File: src/sv/qecs_pkg.sv
// ---------------------------------------------------------------------------
// Quadrature encoder counter package
// Shared constants, register indexes and controller/datapath structs.
// ---------------------------------------------------------------------------
package qecs_pkg;

    // Default sizing of the block
    localparam int CHANNELS_DEF   = 4;
    localparam int COUNT_BITS_DEF = 32;

    // Fixed field widths of the stream items
    localparam int CH_W     = 2;
    localparam int POS_W    = 32;
    localparam int SPEED_W  = 16;
    localparam int MULT_W   = 16;
    localparam int SHIFT_W  = 5;
    localparam int IN_TDATA_W  = 8;
    localparam int OUT_TDATA_W = 56;

    // Configuration register reset values
    localparam logic [MULT_W-1:0]  SPEED_MULT_RST  = 16'd9375;
    localparam logic [SHIFT_W-1:0] SPEED_SHIFT_RST = 5'd7;

    // Register indexes on the configuration port
    localparam logic REG_SPEED_MULT  = 1'b0;
    localparam logic REG_SPEED_SHIFT = 1'b1;

    // Input operation codes
    localparam logic OP_SAMPLE = 1'b0;
    localparam logic OP_TICK   = 1'b1;

    // Result kinds
    localparam logic KIND_POSITION = 1'b0;
    localparam logic KIND_SPEED    = 1'b1;

    // Saturation limits of the speed field
    localparam logic [SPEED_W-1:0] SPEED_MAX = 16'h7FFF;
    localparam logic [SPEED_W-1:0] SPEED_MIN = 16'h8000;

    // Commands from the controller to the datapath
    typedef struct packed {
        logic capture;   // latch the input item
        logic samp_go;   // update a channel and load a position result
        logic mul_go;    // form delta times multiplier for the current channel
        logic emit_go;   // load a speed report for the current channel
        logic last_ch;   // current channel is the final one of a tick
    } t_cmd;

    // Status from the datapath to the controller
    typedef struct packed {
        logic ch_ok;     // sampled channel exists
        logic out_free;  // output register can take a result this cycle
    } t_status;

endpackage

File: src/sv/qecs_regs.sv
// ---------------------------------------------------------------------------
// Quadrature encoder counter configuration registers
// APB-style register file holding the speed multiplier and shift.
// ---------------------------------------------------------------------------
module qecs_regs (
    input  logic                          i_clk,
    input  logic                          i_rst_n,
    input  logic                          psel,
    input  logic                          penable,
    input  logic                          pwrite,
    input  logic [2:0]                    paddr,
    input  logic [31:0]                   pwdata,
    output logic [31:0]                   prdata,
    output logic                          pready,
    output logic [qecs_pkg::MULT_W-1:0]   o_speed_mult,
    output logic [qecs_pkg::SHIFT_W-1:0]  o_speed_shift
);
    import qecs_pkg::*;

    logic                w_wr_en;
    logic [MULT_W-1:0]   r_speed_mult;
    logic [SHIFT_W-1:0]  r_speed_shift;

    assign pready  = 1'b1;
    assign w_wr_en = psel & penable & pwrite & pready;

    // Register writes on the access phase of a write transaction
    always_ff @(posedge i_clk) begin
        if (!i_rst_n) begin
            r_speed_mult  <= SPEED_MULT_RST;
            r_speed_shift <= SPEED_SHIFT_RST;
        end else if (w_wr_en) begin
            case (paddr[2])
                REG_SPEED_MULT:  r_speed_mult  <= pwdata[MULT_W-1:0];
                REG_SPEED_SHIFT: r_speed_shift <= pwdata[SHIFT_W-1:0];
                default: ;
            endcase
        end
    end

    // Read-back of the addressed register
    always_comb begin
        case (paddr[2])
            REG_SPEED_MULT:  prdata = {{(32-MULT_W){1'b0}}, r_speed_mult};
            REG_SPEED_SHIFT: prdata = {{(32-SHIFT_W){1'b0}}, r_speed_shift};
            default:         prdata = 32'd0;
        endcase
    end

    assign o_speed_mult  = r_speed_mult;
    assign o_speed_shift = r_speed_shift;

endmodule

File: src/sv/qecs_ctrl.sv
// ---------------------------------------------------------------------------
// Quadrature encoder counter controller
// Sequences sample updates and the per-channel steps of a speed tick.
// ---------------------------------------------------------------------------
module qecs_ctrl #(
    parameter  int CHANNELS = qecs_pkg::CHANNELS_DEF,
    localparam int IDX_W    = (CHANNELS > 1) ? $clog2(CHANNELS) : 1
) (
    input  logic               i_clk,
    input  logic               i_rst_n,
    input  logic               i_s_tvalid,
    input  logic               i_s_tuser,
    output logic               o_s_tready,
    input  qecs_pkg::t_status  i_status,
    output qecs_pkg::t_cmd     o_cmd,
    output logic [IDX_W-1:0]   o_idx
);
    import qecs_pkg::*;

    localparam logic [1:0] ST_IDLE = 2'd0;
    localparam logic [1:0] ST_SAMP = 2'd1;
    localparam logic [1:0] ST_MUL  = 2'd2;
    localparam logic [1:0] ST_EMIT = 2'd3;

    localparam logic [IDX_W-1:0] IDX_LAST = IDX_W'(CHANNELS - 1);

    logic [1:0]       r_state, n_state;
    logic [IDX_W-1:0] r_idx, n_idx;
    logic             w_last;

    assign o_s_tready = (r_state == ST_IDLE);
    assign w_last     = (r_idx == IDX_LAST);

    // Next-state and command decode
    always_comb begin
        n_state = r_state;
        n_idx   = r_idx;
        o_cmd   = '0;
        o_cmd.last_ch = w_last;
        case (r_state)
            ST_IDLE: begin
                if (i_s_tvalid) begin
                    o_cmd.capture = 1'b1;
                    n_idx         = '0;
                    n_state       = (i_s_tuser == OP_TICK) ? ST_MUL : ST_SAMP;
                end
            end
            ST_SAMP: begin
                // A sample for a channel that does not exist gives no result.
                if (!i_status.ch_ok) begin
                    n_state = ST_IDLE;
                end else if (i_status.out_free) begin
                    o_cmd.samp_go = 1'b1;
                    n_state       = ST_IDLE;
                end
            end
            ST_MUL: begin
                o_cmd.mul_go = 1'b1;
                n_state      = ST_EMIT;
            end
            ST_EMIT: begin
                if (i_status.out_free) begin
                    o_cmd.emit_go = 1'b1;
                    if (w_last) begin
                        n_state = ST_IDLE;
                    end else begin
                        n_idx   = r_idx + IDX_W'(1);
                        n_state = ST_MUL;
                    end
                end
            end
            default: begin
                n_state = ST_IDLE;
            end
        endcase
    end

    // State and channel counter registers
    always_ff @(posedge i_clk) begin
        if (!i_rst_n) begin
            r_state <= ST_IDLE;
            r_idx   <= '0;
        end else begin
            r_state <= n_state;
            r_idx   <= n_idx;
        end
    end

    assign o_idx = r_idx;

endmodule

File: src/sv/qecs_dp.sv
// ---------------------------------------------------------------------------
// Quadrature encoder counter datapath
// Per-channel phase and count storage, speed scaling and output register.
// ---------------------------------------------------------------------------
module qecs_dp #(
    parameter  int CHANNELS   = qecs_pkg::CHANNELS_DEF,
    parameter  int COUNT_BITS = qecs_pkg::COUNT_BITS_DEF,
    localparam int IDX_W      = (CHANNELS > 1) ? $clog2(CHANNELS) : 1
) (
    input  logic                               i_clk,
    input  logic                               i_rst_n,
    input  qecs_pkg::t_cmd                     i_cmd,
    input  logic [IDX_W-1:0]                   i_idx,
    output qecs_pkg::t_status                  o_status,
    input  logic [qecs_pkg::IN_TDATA_W-1:0]    i_s_tdata,
    input  logic                               i_s_tuser,
    input  logic [qecs_pkg::MULT_W-1:0]        i_speed_mult,
    input  logic [qecs_pkg::SHIFT_W-1:0]       i_speed_shift,
    output logic                               o_m_tvalid,
    input  logic                               i_m_tready,
    output logic [qecs_pkg::OUT_TDATA_W-1:0]   o_m_tdata,
    output logic                               o_m_tuser,
    output logic                               o_m_tlast
);
    import qecs_pkg::*;

    localparam int PW = COUNT_BITS + MULT_W;

    // Input item register
    logic             r_op;
    logic [CH_W-1:0]  r_ch;
    logic [1:0]       r_phase;

    // Channel state
    logic [1:0]            r_last_phase [CHANNELS];
    logic [COUNT_BITS-1:0] r_count      [CHANNELS];
    logic [COUNT_BITS-1:0] r_cat        [CHANNELS];

    // Tick pipeline register
    logic            r_t_neg;
    logic [POS_W-1:0] r_t_pos;
    logic [PW-1:0]   r_prod;

    // Output register
    logic               r_m_valid;
    logic               r_kind;
    logic [CH_W-1:0]    r_out_ch;
    logic [POS_W-1:0]   r_pos;
    logic [SPEED_W-1:0] r_spd;
    logic               r_bad;
    logic               r_last;

    logic [IDX_W-1:0]      w_idx;
    logic [1:0]            w_prev;
    logic [1:0]            w_diff;
    logic                  w_bad;
    logic                  w_step;
    logic                  w_up;
    logic [COUNT_BITS-1:0] w_cur;
    logic [COUNT_BITS-1:0] n_count;
    logic [COUNT_BITS-1:0] w_delta;
    logic                  w_neg;
    logic [COUNT_BITS-1:0] w_mag;
    logic [PW-1:0]         w_q;
    logic [SPEED_W-1:0]    w_speed;

    // Capture of an accepted input transaction
    always_ff @(posedge i_clk) begin
        if (i_cmd.capture) begin
            r_op    <= i_s_tuser;
            r_ch    <= i_s_tdata[1:0];
            r_phase <= {i_s_tdata[2], i_s_tdata[3]};
        end
    end

    // Channel selection: the sampled channel, or the tick's channel counter
    assign w_idx = (r_op == OP_TICK) ? i_idx : IDX_W'(r_ch);

    assign o_status.ch_ok    = (32'(r_ch) < 32'(CHANNELS));
    assign o_status.out_free = !r_m_valid || i_m_tready;

    // Phase decode: one changed bit steps the count, two changed bits are an error.
    assign w_prev  = r_last_phase[w_idx];
    assign w_diff  = w_prev ^ r_phase;
    assign w_bad   = (w_diff == 2'b11);
    assign w_step  = (w_diff == 2'b01) || (w_diff == 2'b10);
    assign w_up    = (w_prev[0] == r_phase[1]);
    assign w_cur   = r_count[w_idx];
    assign n_count = !w_step ? w_cur :
                     w_up    ? w_cur + COUNT_BITS'(1) : w_cur - COUNT_BITS'(1);

    // Count change since the previous tick, as sign and magnitude
    assign w_delta = w_cur - r_cat[w_idx];
    assign w_neg   = w_delta[COUNT_BITS-1];
    assign w_mag   = w_neg ? (COUNT_BITS'(0) - w_delta) : w_delta;

    // Channel state updates
    always_ff @(posedge i_clk) begin
        if (!i_rst_n) begin
            for (int i = 0; i < CHANNELS; i++) begin
                r_last_phase[i] <= 2'b00;
                r_count[i]      <= '0;
                r_cat[i]        <= '0;
            end
        end else if (i_cmd.samp_go) begin
            r_last_phase[w_idx] <= r_phase;
            r_count[w_idx]      <= n_count;
        end else if (i_cmd.mul_go) begin
            r_cat[w_idx] <= w_cur;
        end
    end

    // Scaling multiply for one channel of a tick
    always_ff @(posedge i_clk) begin
        if (i_cmd.mul_go) begin
            r_t_neg <= w_neg;
            r_t_pos <= POS_W'(w_cur);
            r_prod  <= PW'(w_mag) * PW'(i_speed_mult);
        end
    end

    // Shift down and saturate to the signed speed range
    assign w_q = r_prod >> i_speed_shift;

    always_comb begin
        if (r_t_neg) begin
            if (w_q > PW'(SPEED_MIN)) begin
                w_speed = SPEED_MIN;
            end else begin
                w_speed = SPEED_W'(0) - w_q[SPEED_W-1:0];
            end
        end else if (w_q > PW'(SPEED_MAX)) begin
            w_speed = SPEED_MAX;
        end else begin
            w_speed = w_q[SPEED_W-1:0];
        end
    end

    // Output register valid flag
    always_ff @(posedge i_clk) begin
        if (!i_rst_n) begin
            r_m_valid <= 1'b0;
        end else if (i_cmd.samp_go || i_cmd.emit_go) begin
            r_m_valid <= 1'b1;
        end else if (i_m_tready) begin
            r_m_valid <= 1'b0;
        end
    end

    // Output register payload
    always_ff @(posedge i_clk) begin
        if (i_cmd.samp_go) begin
            r_kind   <= KIND_POSITION;
            r_out_ch <= r_ch;
            r_pos    <= POS_W'(n_count);
            r_spd    <= '0;
            r_bad    <= w_bad;
            r_last   <= 1'b1;
        end else if (i_cmd.emit_go) begin
            r_kind   <= KIND_SPEED;
            r_out_ch <= CH_W'(i_idx);
            r_pos    <= r_t_pos;
            r_spd    <= w_speed;
            r_bad    <= 1'b0;
            r_last   <= i_cmd.last_ch;
        end
    end

    assign o_m_tvalid = r_m_valid;
    assign o_m_tdata  = {5'd0, r_bad, r_spd, r_pos, r_out_ch};
    assign o_m_tuser  = r_kind;
    assign o_m_tlast  = r_last;

endmodule

File: src/sv/quad_encoder_counter_speed_top.sv
// ---------------------------------------------------------------------------
// Quadrature encoder counter with speed measurement, top level
// Multi-channel quadrature decoder with a periodic scaled speed report.
// ---------------------------------------------------------------------------
// Usage:
// The input stream carries one transaction per event: tuser = 0 is a pin
// sample of one channel, tuser = 1 is a speed tick. A sample returns one
// position update; a tick returns one speed report per channel, in channel
// order, with tlast on the final one. The output stream's tuser tells the
// two kinds apart.
// Sequencing: the block works on one event at a time. A sample loads its result
// into the output register from the SAMP state once that register is free,
// and the controller then returns to idle to take the next event. A tick
// steps through the channels in order, each with a MUL step to form delta
// times multiplier and an EMIT step to shift, saturate and load, using the
// single shared multiplier; after the last report the controller returns to
// idle to take the next event. A sample for a channel that does not exist is
// dropped without a result.
// Reset clears all phases, counts and tick snapshots at once and loads the
// register defaults; no clearing pass follows. When the receiver stalls,
// the result waits in the output register and the controller holds its
// next load into that register until the register frees.
// ---------------------------------------------------------------------------
module quad_encoder_counter_speed_top #(
    parameter int CHANNELS   = qecs_pkg::CHANNELS_DEF,
    parameter int COUNT_BITS = qecs_pkg::COUNT_BITS_DEF
) (
    input  logic                               i_clk,
    input  logic                               i_rst_n,
    // Input stream
    input  logic                               i_s_tvalid,
    output logic                               o_s_tready,
    // [1:0] channel, [2] a_level, [3] b_level, [7:4] zero
    input  logic [qecs_pkg::IN_TDATA_W-1:0]    i_s_tdata,
    // [0] op
    input  logic                               i_s_tuser,
    // Output stream
    output logic                               o_m_tvalid,
    input  logic                               i_m_tready,
    // [1:0] out_channel, [33:2] position, [49:34] speed, [50] bad_step,
    // [55:51] zero
    output logic [qecs_pkg::OUT_TDATA_W-1:0]   o_m_tdata,
    // [0] kind
    output logic                               o_m_tuser,
    output logic                               o_m_tlast,
    // Configuration port
    input  logic                               psel,
    input  logic                               penable,
    input  logic                               pwrite,
    input  logic [2:0]                         paddr,
    input  logic [31:0]                        pwdata,
    output logic [31:0]                        prdata,
    output logic                               pready
);
    import qecs_pkg::*;

    localparam int IDX_W = (CHANNELS > 1) ? $clog2(CHANNELS) : 1;

    t_cmd                w_cmd;
    t_status             w_status;
    logic [IDX_W-1:0]    w_idx;
    logic [MULT_W-1:0]   w_speed_mult;
    logic [SHIFT_W-1:0]  w_speed_shift;

    // Configuration registers
    qecs_regs u_regs (
        .i_clk         (i_clk),
        .i_rst_n       (i_rst_n),
        .psel          (psel),
        .penable       (penable),
        .pwrite        (pwrite),
        .paddr         (paddr),
        .pwdata        (pwdata),
        .prdata        (prdata),
        .pready        (pready),
        .o_speed_mult  (w_speed_mult),
        .o_speed_shift (w_speed_shift)
    );

    // Sequencing of samples and ticks
    qecs_ctrl #(
        .CHANNELS (CHANNELS)
    ) u_ctrl (
        .i_clk      (i_clk),
        .i_rst_n    (i_rst_n),
        .i_s_tvalid (i_s_tvalid),
        .i_s_tuser  (i_s_tuser),
        .o_s_tready (o_s_tready),
        .i_status   (w_status),
        .o_cmd      (w_cmd),
        .o_idx      (w_idx)
    );

    // Counts, scaling and output register
    qecs_dp #(
        .CHANNELS   (CHANNELS),
        .COUNT_BITS (COUNT_BITS)
    ) u_dp (
        .i_clk         (i_clk),
        .i_rst_n       (i_rst_n),
        .i_cmd         (w_cmd),
        .i_idx         (w_idx),
        .o_status      (w_status),
        .i_s_tdata     (i_s_tdata),
        .i_s_tuser     (i_s_tuser),
        .i_speed_mult  (w_speed_mult),
        .i_speed_shift (w_speed_shift),
        .o_m_tvalid    (o_m_tvalid),
        .i_m_tready    (i_m_tready),
        .o_m_tdata     (o_m_tdata),
        .o_m_tuser     (o_m_tuser),
        .o_m_tlast     (o_m_tlast)
    );

endmodule

File: config.mk
export PLATFORM = sky130hd
export DESIGN_NAME = quad_encoder_counter_speed_top
export DESIGN_NICKNAME = d
export VERILOG_FILES = /design/src/sv/qecs_pkg.sv /design/src/sv/qecs_regs.sv /design/src/sv/qecs_ctrl.sv /design/src/sv/qecs_dp.sv /design/src/sv/quad_encoder_counter_speed_top.sv
export SDC_FILE = /design/constraint.sdc
export NUM_CORES = 2
export LEC_CHECK = 0
export BUFFER_PORTS_ARGS = -buffer_cell sky130_fd_sc_hd__buf_2
export CAP_MARGIN = 20
export CORE_ASPECT_RATIO = 0.9
export CORE_MARGIN = 10
export CORE_UTILIZATION = 60
export DETAILED_ROUTE_END_ITERATION = 10
export GPL_ROUTABILITY_DRIVEN = 1
export PLACE_DENSITY = 0.81
export SYNTH_ARGS = -nofsm -noshare
export SYNTH_HDL_FRONTEND = slang
export SYNTH_SLANG_ARGS = --single-unit
File: constraint.sdc
create_clock -name i_clk -period 15.1 [get_ports i_clk]
set_clock_uncertainty 0.1 [all_clocks]
set_input_delay 1.51 -clock i_clk [delete_from_list [all_inputs] [get_ports i_clk]]
set_output_delay 1.51 -clock i_clk [all_outputs]
set_load 0.005 [all_outputs]
Word-level counts from Yosys, hierarchy flattened. Memories as Yosys holds them, arrays and structs flattened. Index checks and enable logic that the tools add are counted.

Bits in registers: 165. Input bits: 51. Word-level logic and storage cells: 110. RAM bits: 264. Output and inout port bits: 93. Memories: 3.

Memory list: u_dp.r_cat (words 4, width 32, read ports 1, clocked after Yosys merged registers in 0, wr ports 4, line qecs_dp.sv:37) `logic [COUNT_BITS-1:0] r_cat [CHANNELS];`; u_dp.r_count (words 4, width 32, read ports 1, clocked after Yosys merged registers in 0, wr ports 4, line qecs_dp.sv:36) `logic [COUNT_BITS-1:0] r_count [CHANNELS];`; u_dp.r_last_phase (words 4, width 2, read ports 1, clocked after Yosys merged registers in 0, wr ports 4, line qecs_dp.sv:35) `logic [1:0] r_last_phase [CHANNELS];`.

Eq/ne operators: 12. Multiplexer cells: 49. Reductions and logical operators: 15. Bitwise logic cells: 4. Magnitude comparators: 2. Multiply operators: 1. Add/sub/neg operators: 6. Shifts and indexed selects: 1.

Operators by type and width (number): 32-bit two-way mux (7); 32-bit one-hot mux with 2 select lines (1); 32-bit OR reduction (2); 48-bit by 15-bit greater-than comparator with 1-bit output (second input constant) (1); 48-bit by 16-bit greater-than comparator with 1-bit output (second input constant) (1); 32-bit by 16-bit multiplier with 48-bit output (1); 16-bit two-way mux (3); 48-bit by 5-bit right shift with 48-bit output (1); 32-bit by 1-bit adder with 32-bit output (second input constant) (1); 1-bit by 32-bit subtractor with 32-bit output (first input constant) (1); 32-bit by 1-bit subtractor with 32-bit output (second input constant) (1); 32-bit subtractor (1); 2-bit two-way mux (15); 1-bit two-way mux (21); 1-bit by 16-bit subtractor with 16-bit output (first input constant) (1); 2-bit == test (second input constant) (5); 2-bit one-hot mux with 4 select lines (1); 2-bit nonzero test (3); 2-bit by 1-bit == test with 1-bit output (second input constant) (2); 2-bit by 1-bit inequality test with 1-bit output (second input constant) (2); 2-bit inequality test (second input constant) (2); 2-bit one-hot mux with 2 select lines (1); 2-bit AND reduction (2); 4-bit AND reduction (1); other kinds (10) (13).

Logic depth before layout (Yosys ltp).
Depth after elaboration: 9. Gate-level depth with buffers: 45.

Modules after synthesis. A second synthesis with hierarchy kept.

Cell total of the unflattened synthesis: 4204. Area total of the unflattened synthesis: 42152.9 sq um.

By module, submodules not included: qecs_dp (times used 1, seq. area each 11941.5 sq um, area each 40724.1 sq um, cells an instance 4048); qecs_regs (times used 1, seq. area each 420.4 sq um, area each 1163.6 sq um, cells an instance 126); qecs_ctrl (times used 1, seq. area each 80.1 sq um, area each 265.3 sq um, cells an instance 30).

Worst setup path before layout. OpenSTA, ideal clock, no wires.

Path kind: register to register. From: register u_dp.r_op. To: register u_dp.r_prod[46], data pin. Slack: 3.785 ns. Arrival time: 10.956 ns. Cell stages (with the launch flop): 42. Path buffers: 5. Period minus slack after synthesis: 11.315 ns. Cells stage by stage: edfxtp_1 > mux2_1 > buf_2 > buf_1 > mux4_2 > ha_1 > clkbuf_1 > nand2_1 > nor4b_1 > o21ai_0 > a21oi_1 > o211ai_1 > a22oi_1 > mux2i_1 > nor2_1 > inv_2 > buf_2 > nand2_1 > [6 not listed] > inv_1 > fa_1 > fa_1 > fa_1 > inv_1 > fa_1 > ha_1 > a21oi_1 > nand3b_1 > o31ai_1 > o311ai_0 > a221oi_1 > o21ai_0 > o211ai_1 > nor3_1 > nor3_1 > o21ai_0 > xnor2_1.

Word-level cells in the longest chain between the ends: 6. Elaborated cells between the ends (all ways): 7.

Ends and longest elaborated chain: start, declared (line qecs_dp.sv:30) `logic r_op;`; start signal, assigned (line qecs_dp.sv:70) `r_op <= i_s_tuser;`; 2-bit two-way mux (*) (line qecs_dp.sv:77) `assign w_idx = (r_op == OP_TICK) ? i_idx : IDX_W'(r_ch);`; memory 4 x 32 bit (*); via u_dp.w_cur[9] (line qecs_dp.sv:59) `logic [COUNT_BITS-1:0] w_cur;`; 32-bit subtractor (*) (line qecs_dp.sv:93) `assign w_delta = w_cur - r_cat[w_idx];`; via u_dp.w_delta[31] (line qecs_dp.sv:61) `logic [COUNT_BITS-1:0] w_delta;`; 1-bit by 32-bit subtractor with 32-bit output (line qecs_dp.sv:95) `assign w_mag = w_neg ? (COUNT_BITS'(0) - w_delta) : w_delta;`; 32-bit two-way mux (*) (line qecs_dp.sv:95); 32-bit by 16-bit multiplier with 48-bit output (*) (line qecs_dp.sv:118) `r_prod <= PW'(w_mag) * PW'(i_speed_mult);`; end signal, assigned (line qecs_dp.sv:118); end, declared (line qecs_dp.sv:42) `logic [PW-1:0] r_prod;`.

Mark *: on every way through the listed nets, which the timed path passes. The rest lies on a longest branch. A chain may end at the register's enable or synchronous reset.

Worst setup path after layout.
From: register u_dp.r_op. To: register u_dp.r_prod[46], data pin.

Word-level cells in the longest chain between the ends: 6. Elaborated cells between the ends (all ways): 7.

Ends and longest elaborated chain (line): 2-bit two-way mux (*) (qecs_dp.sv:77); memory 4 x 32 bit (on tied branches); 32-bit subtractor (*) (qecs_dp.sv:93); 1-bit by 32-bit subtractor with 32-bit output (qecs_dp.sv:95); 32-bit two-way mux (*) (qecs_dp.sv:95); 32-bit by 16-bit multiplier with 48-bit output (*) (qecs_dp.sv:118).

Mark *: on every way between the ends. The rest lies on a longest branch, timed or not.

==> results.ini <==
[outcome]
status=finished clean

[logic_synthesis]
synth_edf_count=385
synth.area.mux_share=0.08718
yosys.area.top_type=edfxtp_1
synthArstFlopShare=0
synth.distinct_cells=95
synth_simple_gate_area_frac=0.1595
synth_adder_area_share=0.2643
syn_avg_cell_area_um2=10.34
ys_ff_latch=429
synth_top_cell_area_share=0.2849
ys.flop_type=edfxtp_1
synth_xor_area_frac=0.02991
synthesis.area_um2=40580
synth-seq-area-share=0.3066
synth_compound_area_frac=0.08027
yosys_warnings=0
netlist_instances=3925
synth_top_family_by_area=adder cells
ys_top_cells_by_area=edfxtp_1 (28%), fa_1 (21%), mux4_2 (6.1%)

[detailed_routing]
route.met2.wl_mm=51.01
postRouteAntennaNets=0
first_pass_iters=8
avgViaCountPerCell=6.192
top_layer=met4
wl_met3_mm=10.06
vias=30080
wl_per_cell_um=22.15
routed_wl_mm=107.6
dr.first_iter.drc_count=3295
remaining_drc_errors=0
drt-met1-wl_mm=43.19

[worst_setup_path]
crit_family=compound AO/OA/AOI/OAI gates
required_ns=15.32
path_buf_inv=8
arrival_ns=13.56
cp-start-kind=flop
critPathKind=flop to flop
critPathCaptureType=flop
critPathMaxFanout=18
cpMaxStageDelayCell=mux2i_4
cp_common_cell=fa_1
slowest_delay_ns=0.89

[cells_and_area]
area_growth_pct=7.157
layout_commonest_cell=inv_1
fin_nets=4600
final_cell_mix=inv_1 (504), nand2_1 (479), fa_1 (420)
stdcell_count=4858
fillers=5018
drive_gt1_frac=0.1108

[sta]
grt_setup_unrepaired=false
hold_viol_final=0
slew_headroom=0.1826
setup_tns_ns=0
setup_viol=0
maxSlewViolCount=0
period_share=0.8836
timing.final.ws_setup_ns=1.758
min_period_ns=13.34
tightestPinTransition_ns=1.220
max_clock_freq_ghz=0.07495

[clock_tree]
clock_tree.root_cell=clkbuf_16
post_cts_buffers=0
insertion_delay_ns=0.60
cts_buffer_depth=3
cts-resized-gates=0
clkSlewWorstSetupHoldPaths_ns=0.06
postCtsHoldBufs=0
numCtsBuffers=45
cts_tree=built
htreeDepth=2
clock_sinks=429

[global_route]
grt_pass1_vias=30670
grt_max_degree=76
gr-total-overflow=0
grt.total_usage=0.2765
antenna_found_initial=2
grt_pass1_wl_mm=171.0

[die]
core-area_um2=67000
ios=144
die_w_um=294.1
die_area_um2=78440
die_y_um=266.7
initial_core_util=0.6056
num_rows=90

[place]
place_inst=4770
routabilityCongestion=0.9376
post-place-ws_ns=1.557
dp_hpwl_mm=75.28
port_buffers=99

[flow_run]
drv_cap=0

[hold_path]
hold_class=flop to flop

==> routing by layer <==
metal,up-vias,global-route usage
met5,-,0
met4,0,0.08697
met3,243,0.04544
met2,1588,0.4491
met1,15120,0.3781
li1,13130,-
==> logic make-up after synthesis <==
group	count (synthesis)
AO/OA/AOI/OAI	491
multiplexers	213
other	2
flip-flops	429
buffers and inverters	734
AND/OR/NAND/NOR	1315
adder cells (fa/ha/maj)	605
XOR/XNOR	136
==> per-stage QoR <==
stage          hold slack (ns)  utilization  cell area (um^2)
4_1_cts                 0.3414       0.6485             43450
3_5_place_dp            0.3317       0.6261             41950
2_1_floorplan           0.3345            -             40650
6_report                0.3403       0.6489             43480
5_1_grt                 0.3480       0.6488             43470
3_3_place_gp            0.3228       0.6261             41950
==> cell usage after synthesis (all sizes together), types with 12 or more instances <==
| cell | number |
|---|---|
| nor3 | 39 |
| nor2b | 39 |
| ha | 185 |
| nand2b | 21 |
| nand2 | 479 |
| a21oi | 108 |
| nor4 | 12 |
| xor2 | 45 |
| edfxtp | 385 |
| a21boi | 17 |
| a31oi | 22 |
| clkbuf | 141 |
| xnor2 | 91 |
| nand4 | 13 |
| o21ai | 114 |
| fa | 420 |
| o21bai | 15 |
| mux2 | 33 |
| o21a | 13 |
| and3 | 22 |
| mux4 | 109 |
| mux2i | 71 |
| dfxtp | 44 |
| nor2 | 230 |
| a211oi | 21 |
| a21o | 65 |
| inv | 508 |
| and2 | 350 |
| buf | 83 |
| nand3 | 50 |
==> tightest hold or removal path: stages (launching register included) <==
cell and delay [ns]:
dfxtp_1 0.31, nand2_1 0.05, nand2_1 0.04
==> layout make-up <==
| class | count | area [um^2] | share of cell area |
|---|---|---|---|
| Timing Repair Buffer | 176 | 1099 | 0.02527 |
| Clock buffer | 61 | 1227 | 0.02823 |
| Tap cell | 874 | 1094 | 0.02515 |
| Clock inverter | 23 | 277.8 | 0.006388 |
| Inverter | 510 | 1916 | 0.04406 |
| Antenna cell | 3 | 7.507 | 0.0001727 |
| Multi-Input combinational cell | 2782 | 25410 | 0.5843 |
| Sequential cell | 429 | 12450 | 0.2864 |
==> state kept, by name, indices dropped and copies added, names as in the netlist <==
name / cells
u_dp.r_cat: 128
u_dp.r_count: 128
u_dp.r_prod: 48
u_dp.r_pos: 32
u_dp.r_t_pos: 32
u_dp.r_spd: 16
u_regs.o_speed_mult: 16
u_dp.r_last_phase: 8
u_regs.o_speed_shift: 5
u_ctrl.o_idx: 2
u_ctrl.r_state: 2
u_dp.r_ch: 2
u_dp.r_out_ch: 2
u_dp.r_phase: 2
u_dp.o_m_tlast: 1
u_dp.o_m_tuser: 1
u_dp.o_m_tvalid: 1
u_dp.r_bad: 1
u_dp.r_op: 1
u_dp.r_t_neg: 1
==> final timing paths <==
kind	from	endpoint	slack [ns]	cells past startpoint
worst max-delay path	u_dp.r_op	u_dp.r_prod[46]	1.76	39
worst min-delay path	u_dp.r_spd[15]	u_dp.r_spd[15]	0.34	2
worst max register to register	u_dp.r_op	u_dp.r_prod[46]	1.76	39
worst min register to register	u_dp.r_spd[15]	u_dp.r_spd[15]	0.34	2
Power is left out: the tool's default activity adds up to more than one toggle a clock period on the data nets, which glitch-free logic cannot reach.
